## config.mk

```make
export PLATFORM = sky130hd
export DESIGN_NAME = sql_like_pattern_match
export DESIGN_NICKNAME = d
export VERILOG_FILES = /design/src/hdl/slpm_pkg.sv /design/src/hdl/sql_like_pattern_match.sv /design/src/hdl/slpm_cell.sv /design/src/hdl/slpm_closure.sv
export SDC_FILE = /design/constraint.sdc
export NUM_CORES = 1
export LEC_CHECK = 0
export BUFFER_PORTS_ARGS = -buffer_cell sky130_fd_sc_hd__buf_4
export CAP_MARGIN = 20
export CORE_ASPECT_RATIO = 0.8
export CORE_UTILIZATION = 50
export DETAILED_ROUTE_END_ITERATION = 10
export GPL_TIMING_DRIVEN = 0
export MAX_ROUTING_LAYER = met4
export PLACE_DENSITY = 0.74
export SKIP_LAST_GASP = 1
export SYNTH_ARGS = -nofsm -noshare
export SYNTH_HDL_FRONTEND = slang
export SYNTH_HIERARCHICAL = 1
export SYNTH_SLANG_ARGS = --single-unit
export TNS_END_PERCENT = 1
```

## constraint.sdc

```tcl
create_clock -name clk -period 16.7 [get_ports clk]
set_clock_uncertainty 0.2 [all_clocks]
set_input_delay 2.505 -clock clk [delete_from_list [all_inputs] [get_ports clk]]
set_output_delay 2.505 -clock clk [all_outputs]
set_load 0.05 [all_outputs]
```

## src/hdl/slpm_pkg.sv

```systemverilog
// slpm_pkg: shared types and constants of the sql like pattern matcher
// item kinds, wildcard bytes, cell and result structs
// no dependencies
package slpm_pkg;

  // default capacity of the pattern store, in bytes
  localparam int PATTERN_MAX_DEF = 32;

  // wildcard bytes
  localparam logic [7:0] CH_ANY_RUN = 8'h25;  // '%'
  localparam logic [7:0] CH_ANY_ONE = 8'h5F;  // '_'

  // item kinds carried on in_tuser; codes five to seven are ignored
  typedef enum logic [2:0] {
    FUNC_PAT_APPEND = 3'd0,
    FUNC_SUBJECT    = 3'd1,
    FUNC_EMPTY_ROW  = 3'd2,
    FUNC_NULL_ROW   = 3'd3,
    FUNC_PAT_CLEAR  = 3'd4
  } func_t;

  // what one cell reports for its pattern position
  typedef struct packed {
    logic stay;  // live '%' position keeps itself alive
    logic fwd;   // live position consumed the byte, next position goes live
    logic pct;   // position holds a '%' inside the stored pattern
  } cell_out_t;

  // one result beat
  typedef struct packed {
    logic pattern_overflow;
    logic matched;
  } result_t;

endpackage

```

## src/hdl/sql_like_pattern_match.sv

```systemverilog
// sql_like_pattern_match: top level of the streaming sql like matcher
// row of slpm_cell pattern positions, slpm_closure wildcard spreader, output skid
// depends on slpm_pkg, slpm_cell, slpm_closure
//
//  channel | direction | handshake            | payload
//  --------+-----------+----------------------+-------------------------------------------
//  in      | sink      | in_tvalid/in_tready  | tdata byte_value, tuser func, tlast last
//  out     | source    | out_tvalid/out_tready| tdata[0] matched, tuser pattern_overflow
//  cfg     | sink      | cfg_valid/cfg_ready  | cfg_data invert_result
//
// one input beat per cycle while in_tready is high; a row result is registered
// the rate is set by the position update: cell compare plus one closure add
// reset empties the pattern and the overflow flag, clears invert_result and the result buffer
// a stalled output fills a one-beat skid stage; in_tready drops only while the skid is full
// cfg_ready is always high; a write lands at the edge where cfg_valid is high
module sql_like_pattern_match #(
  parameter int PATTERN_MAX = slpm_pkg::PATTERN_MAX_DEF
) (
  input  logic       clk,
  input  logic       rst_n,
  // input stream
  input  logic       in_tvalid,
  output logic       in_tready,
  input  logic [7:0] in_tdata,   // [7:0] byte_value
  input  logic [2:0] in_tuser,   // [2:0] func
  input  logic       in_tlast,   // last
  // result stream
  output logic       out_tvalid,
  input  logic       out_tready,
  output logic [7:0] out_tdata,  // [0] matched, [7:1] zero
  output logic       out_tuser,  // [0] pattern_overflow
  // configuration
  input  logic       cfg_valid,
  output logic       cfg_ready,
  input  logic       cfg_data    // invert_result
);

  localparam int LEN_W = $clog2(PATTERN_MAX + 1);
  localparam int POS_W = PATTERN_MAX + 1;
  localparam logic [POS_W-1:0] START_POS = {{PATTERN_MAX{1'b0}}, 1'b1};

  // tracker state: live positions before closure, pattern bookkeeping
  logic [POS_W-1:0] pos_r, pos_nxt;
  logic [LEN_W-1:0] len_r, len_nxt;
  logic [POS_W-1:0] tail_r, tail_nxt;   // trailing run of '%' in the pattern
  logic             ovf_r, ovf_nxt;
  logic             invert_r;

  // result buffer: output register plus skid
  slpm_pkg::result_t out_r, out_nxt, skid_r, skid_nxt;
  logic              out_valid_r, out_valid_nxt, skid_valid_r, skid_valid_nxt;

  logic              in_acc;
  slpm_pkg::func_t   func;
  logic              full;
  logic              produce;
  logic              row_valid;
  logic              hit;
  slpm_pkg::result_t new_res;

  logic [PATTERN_MAX-1:0] cell_en;
  logic [PATTERN_MAX-1:0] cell_wr;
  logic [PATTERN_MAX-1:0] pct_vec;
  slpm_pkg::cell_out_t    cell_q [PATTERN_MAX];
  logic [POS_W-1:0]       len_onehot;
  logic [POS_W-1:0]       pct_mask;
  logic [POS_W-1:0]       active;
  logic [POS_W-1:0]       pre;
  logic [POS_W-1:0]       end_mask;

  assign in_tready = ~skid_valid_r;
  assign in_acc    = in_tvalid & in_tready;
  assign func      = slpm_pkg::func_t'(in_tuser);
  assign full      = (len_r == LEN_W'(PATTERN_MAX));
  assign cfg_ready = 1'b1;

  // closed set of live positions for the current beat
  assign pct_mask = {1'b0, pct_vec};

  slpm_closure #(.W(POS_W)) u_closure (
    .s (pos_r),
    .p (pct_mask),
    .a (active)
  );

  // row of pattern positions
  genvar gi;
  generate
    for (gi = 0; gi < PATTERN_MAX; gi++) begin : g_cell
      assign cell_en[gi] = (LEN_W'(gi) < len_r);
      assign cell_wr[gi] = in_acc & (func == slpm_pkg::FUNC_PAT_APPEND) &
                           (len_r == LEN_W'(gi));
      slpm_cell u_cell (
        .clk     (clk),
        .wr_en   (cell_wr[gi]),
        .wr_byte (in_tdata),
        .en      (cell_en[gi]),
        .act     (active[gi]),
        .subj    (in_tdata),
        .q       (cell_q[gi])
      );
      assign pct_vec[gi] = cell_q[gi].pct;
    end
    for (gi = 0; gi < POS_W; gi++) begin : g_len
      assign len_onehot[gi] = (len_r == LEN_W'(gi));
    end
    // each position is fed by its own '%' loop and/or the match handed over from below
    assign pre[0] = cell_q[0].stay;
    for (gi = 1; gi < PATTERN_MAX; gi++) begin : g_pre
      assign pre[gi] = cell_q[gi].stay | cell_q[gi-1].fwd;
    end
    assign pre[PATTERN_MAX] = cell_q[PATTERN_MAX-1].fwd;
  endgenerate

  // the end position after closure is live if it or any bit of the trailing '%' run is
  assign end_mask = tail_r | len_onehot;

  // tracker and pattern next state
  always_comb begin
    pos_nxt   = pos_r;
    len_nxt   = len_r;
    ovf_nxt   = ovf_r;
    tail_nxt  = tail_r;
    produce   = 1'b0;
    row_valid = 1'b0;
    hit       = 1'b0;
    if (in_acc) begin
      case (func)
        slpm_pkg::FUNC_PAT_APPEND: begin
          pos_nxt = START_POS;
          if (full) begin
            ovf_nxt = 1'b1;
          end else begin
            len_nxt  = len_r + LEN_W'(1);
            tail_nxt = (in_tdata == slpm_pkg::CH_ANY_RUN) ? (tail_r | len_onehot) : '0;
          end
        end
        slpm_pkg::FUNC_SUBJECT: begin
          if (in_tlast) begin
            pos_nxt   = START_POS;
            produce   = 1'b1;
            row_valid = 1'b1;
            hit       = |(pre & end_mask);
          end else begin
            pos_nxt = pre;
          end
        end
        slpm_pkg::FUNC_EMPTY_ROW: begin
          pos_nxt   = START_POS;
          produce   = 1'b1;
          row_valid = 1'b1;
          hit       = end_mask[0];
        end
        slpm_pkg::FUNC_NULL_ROW: begin
          pos_nxt = START_POS;
          produce = 1'b1;
        end
        slpm_pkg::FUNC_PAT_CLEAR: begin
          pos_nxt  = START_POS;
          len_nxt  = '0;
          ovf_nxt  = 1'b0;
          tail_nxt = '0;
        end
        default: begin
        end
      endcase
    end
  end

  // null rows and an overflowed pattern give 0 for both polarities
  assign new_res.matched          = row_valid & ~ovf_r & (hit ^ invert_r);
  assign new_res.pattern_overflow = ovf_r;

  // output register and skid
  always_comb begin
    out_nxt        = out_r;
    skid_nxt       = skid_r;
    out_valid_nxt  = out_valid_r;
    skid_valid_nxt = skid_valid_r;
    if (skid_valid_r) begin
      if (out_tready) begin
        out_nxt        = skid_r;
        skid_valid_nxt = 1'b0;
      end
    end else if (produce) begin
      if (!out_valid_r || out_tready) begin
        out_nxt       = new_res;
        out_valid_nxt = 1'b1;
      end else begin
        skid_nxt       = new_res;
        skid_valid_nxt = 1'b1;
      end
    end else if (out_tready) begin
      out_valid_nxt = 1'b0;
    end
  end

  always_ff @(posedge clk) begin
    if (!rst_n) begin
      pos_r        <= START_POS;
      len_r        <= '0;
      tail_r       <= '0;
      ovf_r        <= 1'b0;
      invert_r     <= 1'b0;
      out_valid_r  <= 1'b0;
      skid_valid_r <= 1'b0;
    end else begin
      pos_r        <= pos_nxt;
      len_r        <= len_nxt;
      tail_r       <= tail_nxt;
      ovf_r        <= ovf_nxt;
      out_valid_r  <= out_valid_nxt;
      skid_valid_r <= skid_valid_nxt;
      if (cfg_valid) begin
        invert_r <= cfg_data;
      end
    end
    out_r  <= out_nxt;
    skid_r <= skid_nxt;
  end

  assign out_tvalid = out_valid_r;
  assign out_tdata  = {7'b0, out_r.matched};
  assign out_tuser  = out_r.pattern_overflow;

`ifndef ASSERT_OFF
  a_skid_behind_out: assert property (@(posedge clk) disable iff (!rst_n)
    skid_valid_r |-> out_valid_r)
    else $error("skid holds a beat while the output register is empty");

  a_ovf_no_match: assert property (@(posedge clk) disable iff (!rst_n)
    (out_valid_r && out_r.pattern_overflow) |-> !out_r.matched)
    else $error("match reported with an overflowed pattern");

  a_len_bound: assert property (@(posedge clk) disable iff (!rst_n)
    len_r <= LEN_W'(PATTERN_MAX))
    else $error("pattern length beyond capacity");

  a_clear_takes: assert property (@(posedge clk) disable iff (!rst_n)
    (in_acc && (func == slpm_pkg::FUNC_PAT_CLEAR)) |=> (len_r == '0) && !ovf_r && (tail_r == '0))
    else $error("pattern clear did not empty the store");
`endif

endmodule

```

## src/hdl/slpm_cell.sv

```systemverilog
// slpm_cell: one pattern position, holds its byte and wildcard flags
// compares the subject byte and hands the live flag to the next position
// depends on slpm_pkg
module slpm_cell (
  input  logic                clk,
  input  logic                wr_en,
  input  logic [7:0]          wr_byte,
  input  logic                en,
  input  logic                act,
  input  logic [7:0]          subj,
  output slpm_pkg::cell_out_t q
);

  logic [7:0] byte_r;
  logic       pct_r;
  logic       any_r;

  always_ff @(posedge clk) begin
    if (wr_en) begin
      byte_r <= wr_byte;
      pct_r  <= (wr_byte == slpm_pkg::CH_ANY_RUN);
      any_r  <= (wr_byte == slpm_pkg::CH_ANY_ONE);
    end
  end

  assign q.stay = en & act & pct_r;
  assign q.fwd  = en & act & ~pct_r & (any_r | (byte_r == subj));
  assign q.pct  = en & pct_r;

endmodule

```

## src/hdl/slpm_closure.sv

```systemverilog
// slpm_closure: spreads live positions forward through runs of '%'
// one carry chain: within each run, every bit from the lowest live one up is set
// depends on slpm_pkg for the default width
module slpm_closure #(
  parameter int W = slpm_pkg::PATTERN_MAX_DEF + 1
) (
  input  logic [W-1:0] s,
  input  logic [W-1:0] p,
  output logic [W-1:0] a
);

  logic [W-1:0] run_lo;
  logic [W-1:0] sum;
  logic [W-1:0] fill;

  // bottom bit of each run of '%' positions
  assign run_lo = p & ~(p << 1);
  // carry ripples through the dead low part of each run and stops at its first live bit
  assign sum    = (p & ~s) + run_lo;
  assign fill   = p & (sum | s);
  assign a      = s | (fill << 1);

endmodule

```

Word-level counts from Yosys, hierarchy flattened
Index checks and enable logic that the tools add are counted.

word-level totals
  flip-flop bits (word level) = 399
  bits of input ports = 18

cells by class
  add/subtract/negate cells = 2
  magnitude comparators = 32
  equality and inequality tests = 74
  muxes and demuxes = 28
  bitwise logic cells = 303
  reductions and logical operators = 18

operators by type and width
  cell                                                       count
  equality test 8 bit                                        32
  bitwise AND 1 bit                                          195
  equality test 6 x 5 -> 1 bit, second input constant        16
  less-than comparator 5 x 6 -> 1 bit, first input constant  16
  bitwise AND 31 bit                                         3
  two-way mux 33 bit                                         2
  case mux 33 bit (2 select lines)                           1
  case mux 32 bit (2 select lines)                           1
  bitwise OR 1 bit                                           63
  NOT 31 bit                                                 2
  equality test 6 x 4 -> 1 bit, second input constant        8
  less-than comparator 4 x 6 -> 1 bit, first input constant  8
  NOT 1 bit                                                  35
  bitwise AND 33 bit                                         1
  bitwise OR 33 bit                                          1
  OR reduction 33 bit                                        1
  two-way mux 32 bit                                         1
  bitwise OR 32 bit                                          1
  adder 31 bit                                               1
  bitwise OR 31 bit                                          1
  equality test 6 x 3 -> 1 bit, second input constant        4
  less-than comparator 3 x 6 -> 1 bit, first input constant  4
  AND reduction 3 bit                                        5
  two-way mux 1 bit                                          13
  other kinds (26)                                           42

Logic depth before layout (Yosys ltp)
  word-level depth = 22
  depth in mapped cells = 28

Hierarchy
The synthesis kept the hierarchy.

modules (own cells, without submodules)
  module                  instances  cells an instance  area an instance (sq um)
  slpm_cell               32         32                 449.2
  sql_like_pattern_match  1          607                4693.3
  slpm_closure            1          382                2595.0

Worst setup path before layout
No wires, ideal clock.

  kind = reg2reg
  from = register len_r[1]
  to = register out_r (netlist bit out_tdata[0]), data pin
  setup time = 0.266 ns
  arrival time = 5.039 ns
  required time = 16.234 ns
  path slack = 11.195 ns
  cell stages (with the launch flop) = 27
  path buffers = 3
  period minus slack after synthesis = 5.505 ns
  path through = dfxtp_1 clkbuf_1 inv_1 ha_1 clkbuf_1 or3b_1 clkbuf_1 nor2_1 inv_1 and2_1 nand2b_1 fa_1 nand2b_1 a21oi_2 o311ai_2 a211o_1 o21ba_2 o21ai_2 a211oi_1 a211oi_2 and3_1 nor2_1 a2111oi_0 a2111oi_0 and4_1 a31oi_1 o211ai_1

RTL lines
  item                    RTL line                       source
  from (decl)             sql_like_pattern_match.sv:44   logic [LEN_W-1:0] len_r, len_nxt;
  from (signal assigned)  sql_like_pattern_match.sv:209  len_r <= len_nxt;
  to (signal assigned)    sql_like_pattern_match.sv:218  out_r <= out_nxt;
  to (decl)               sql_like_pattern_match.sv:50   slpm_pkg::result_t out_r, out_nxt, skid_r, skid_nxt;

==> summary.txt <==
GRT
  • Aggregate global routing overflow: 0
  • Wire length of the first global-routing pass: ~90 mm
  • Number of antenna violations at the first check in global routing: 2
  • Number of global-route vias before repair: roughly 15,000
  • All-Layer GR Usage: 27.8%
  • Largest net degree at the start of global routing: 96

Placed design
  • DP Cell Count: 2,593
  • Instance area at placement: 22,700 sq um
  • Half-perimeter wire length after detailed placement: 41.4 mm
  • Setup slack after placement: 9.10 ns
  • Final weighted congestion in routability-driven placement: 1.07
  • I/O Buffers: 20

Drt
  • Remaining design rule violation count: 2
  • Average wire per cell in the routed design: 22.1 microns
  • Initial DRC Count: 1,674
  • Count of nets left with antenna violations after detail routing: 0
  • Detailed-route vias per instance: 6.02
  • Total number of vias: approximately 16,000
  • Number of detailed-route iterations in the first pass: 9
  • Final WL: 59.0 mm

Floorplanning
  • Core Area: 42,200 sq um
  • Horizontal die dimension: 234 microns
  • Number of core rows: 67
  • Die height: 188 microns
  • Starting density of the core: between 50% and 60%
  • Die ar.: ~44,000 sq um
  • I/O pin cnt: 30

CTS
  • Htree depth: 2
  • Resize count post-CTS: 0
  • Max Root-Sink Buffers: 3
  • Root Driver: clkbuf_16
  • Number of clock sinks: roughly 400
  • Clock slew at reported path FFs: 0.07 ns
  • Number of hold buffers added after CTS: 0
  • CTS tree: yes
  • Worst-skew pair later-pin latency: 0.55 ns
  • CTS buffer count: 40
  • Buffers inserted during post-CTS setup optimization: 0

Pwr
  • Clock group share of total power: between 40% and 50%
  • Power density relative to cell area: between 80 and 90 nW/um^2
  • Combinational Power Share: 5.8%
  • Sequential group share of total power: 51.9%
  • Max VDD drop: 99.9 uV
  • Net Sw Power: 0.464 mW
  • Switching power share of the total: 22.5%
  • Final Power: 2.06 mW
  • P_int: 1.60 mW
  • Static leakage: between 8 and 9 nW

Worst hold path
  • Worst hold path depth: 2
  • Min-delay worst type: register to register
  • Hold Crit Start: pos_r[17]
  • Worst-case hold path end point: pos_r[17]

Critical path
  • Gate family responsible for the most delay along the worst path: compound AO/OA/AOI/OAI gates
  • Maximum fanout count along the critical path: 10
  • Capturing point of the worst reg2reg path: out_tdata[0]
  • Critical path type: register to register
  • Slowest cell on crit path: a2111oi_0
  • Capturing element type of the critical path: register
  • Reg2reg start: len_r[1]
  • Data required time at the worst endpoint: 16.77 ns
  • Worst-case reg-to-reg path depth: 28
  • Setup slack of the worst register-to-register path: between 8 and 9 ns
  • Number of buffer and inverter stages on the critical path: 6
  • CP arrival: 7.97 ns
  • Slowest stage delay, CP: 0.83 ns
  • Startpoint type of the worst setup path: register

Layout
  • Share of layout cells above drive strength 1: around 9.3%
  • Post-route non-filler standard cell count: 2,667
  • Number of nets in the final layout: 2,136
  • Total area of sequential cells: between 10,000 and 15,000 sq um
  • Post-layout util: 56.9%
  • FILL cells: 3,526
  • Cell area after layout: 24,000 sq um
  • Area overhead of the layout relative to synthesis: 11.4%
  • Multi-input gate area in the final layout: approximately 9900 sq um

Yosys
  • Mean instance size in the synthesized netlist: 10.8 sq um
  • Post-synthesis instance area: 21,500 sq um
  • Synthesized instance count: 1,999
  • Number of warnings reported in the yosys synthesis log: 6

STA
  • Final worst hold slack: 0.277 ns
  • # setup viols final: 0
  • Final count of pins violating max slew: 0
  • Final cycle utilization of the critical path: 47.3%
  • Setup TNS: 0 ns
  • Worst-case headroom to the max-slew limit: 28.9%
  • Final critical-path required period: 7.90 ns
  • Least setup slack across all paths after layout: 8.80 ns
  • Slew at the pin with the worst max-slew slack: ~1.1 ns
  • Hold violation total from the final report: 0
  • F_max: 0.127 GHz
  • Unrepaired setup endpoints after global routing: no

Job
  • Maximum Capacitance Violations: 0

Status
  • Result of the run: complete, but fails checks
  • Violated checks: design-rule violations
worst min-delay path, cell delays in order, from the launching register on:
cell      delay [ns]
dfxtp_1         0.33
nand2_1         0.06
a21boi_1        0.05
layout make-up:
class / count / area share [%]
diodes: 1 / 0.0104
plain buffers: 64 / 1.42
clock buffers: 46 / 4.44
clock inverters: 27 / 0.855
inverters: 30 / 0.469
multi-input cells: 1512 / 41.3
flip-flops and latches: 399 / 46.8
well taps: 552 / 2.88
repair buffers: 36 / 1.82
layout by cell type (no fill, tap or decap), types with 42 or more instances in the layout:
cell type / n
clkbuf_16: 42
xor2_1: 262
nand2_1: 211
o21ai_0: 102
nor2_1: 122
a21oi_1: 74
nor4_1: 136
dfxtp_1: 75
and3_1: 42
clkbuf_1: 42
edfxtp_1: 324
nor2b_1: 96
and2_1: 45
state kept, by name, indices dropped and copies added (netlist names), 2 cells and up:
name / flops
g_cell.u_cell/any_r: 32
g_cell.u_cell/byte_r: 256
g_cell.u_cell/pct_r: 32
len_r: 6
pos_r: 32
skid_r: 2
tail_r: 33
worst max path at each step:
stage	startpoint	endpoint	slack, ns	cells after the start
3_5_place_dp	len_r[1]	out_tdata[0]	9.10	26
2_1_floorplan	len_r[1]	out_tdata[0]	11.19	26
5_1_grt	len_r[1]	out_tdata[0]	8.59	26
4_1_cts	len_r[1]	out_tdata[0]	9.06	26
6_report	len_r[1]	out_tdata[0]	8.80	28
3_3_place_gp	len_r[1]	out_tdata[0]	9.08	26
power by group through the flow:
| stage | clock (mW) | sequential, mW | combinational (mW) |
|---|---|---|---|
| finish | 0.873 | 1.07 | 0.119 |
| global route | 0.924 | 1.07 | 0.129 |
| global placement | 0 | 1.09 | 0.109 |
| detailed placement | 0 | 1.09 | 0.119 |
| CTS | 0.889 | 1.07 | 0.119 |
| floorplan | 0 | 1.10 | 0.0517 |
routing by layer:
metal  track usage [%]  up-vias  share of wire (%)
li1                  -     7510                  -
met1              42.0     7846                 48
met2              37.9      607                 41
met3              5.20       96                8.1
met4              7.04        0                2.5
met5                 -        -                  0
(Power assumes the default switching activity.)
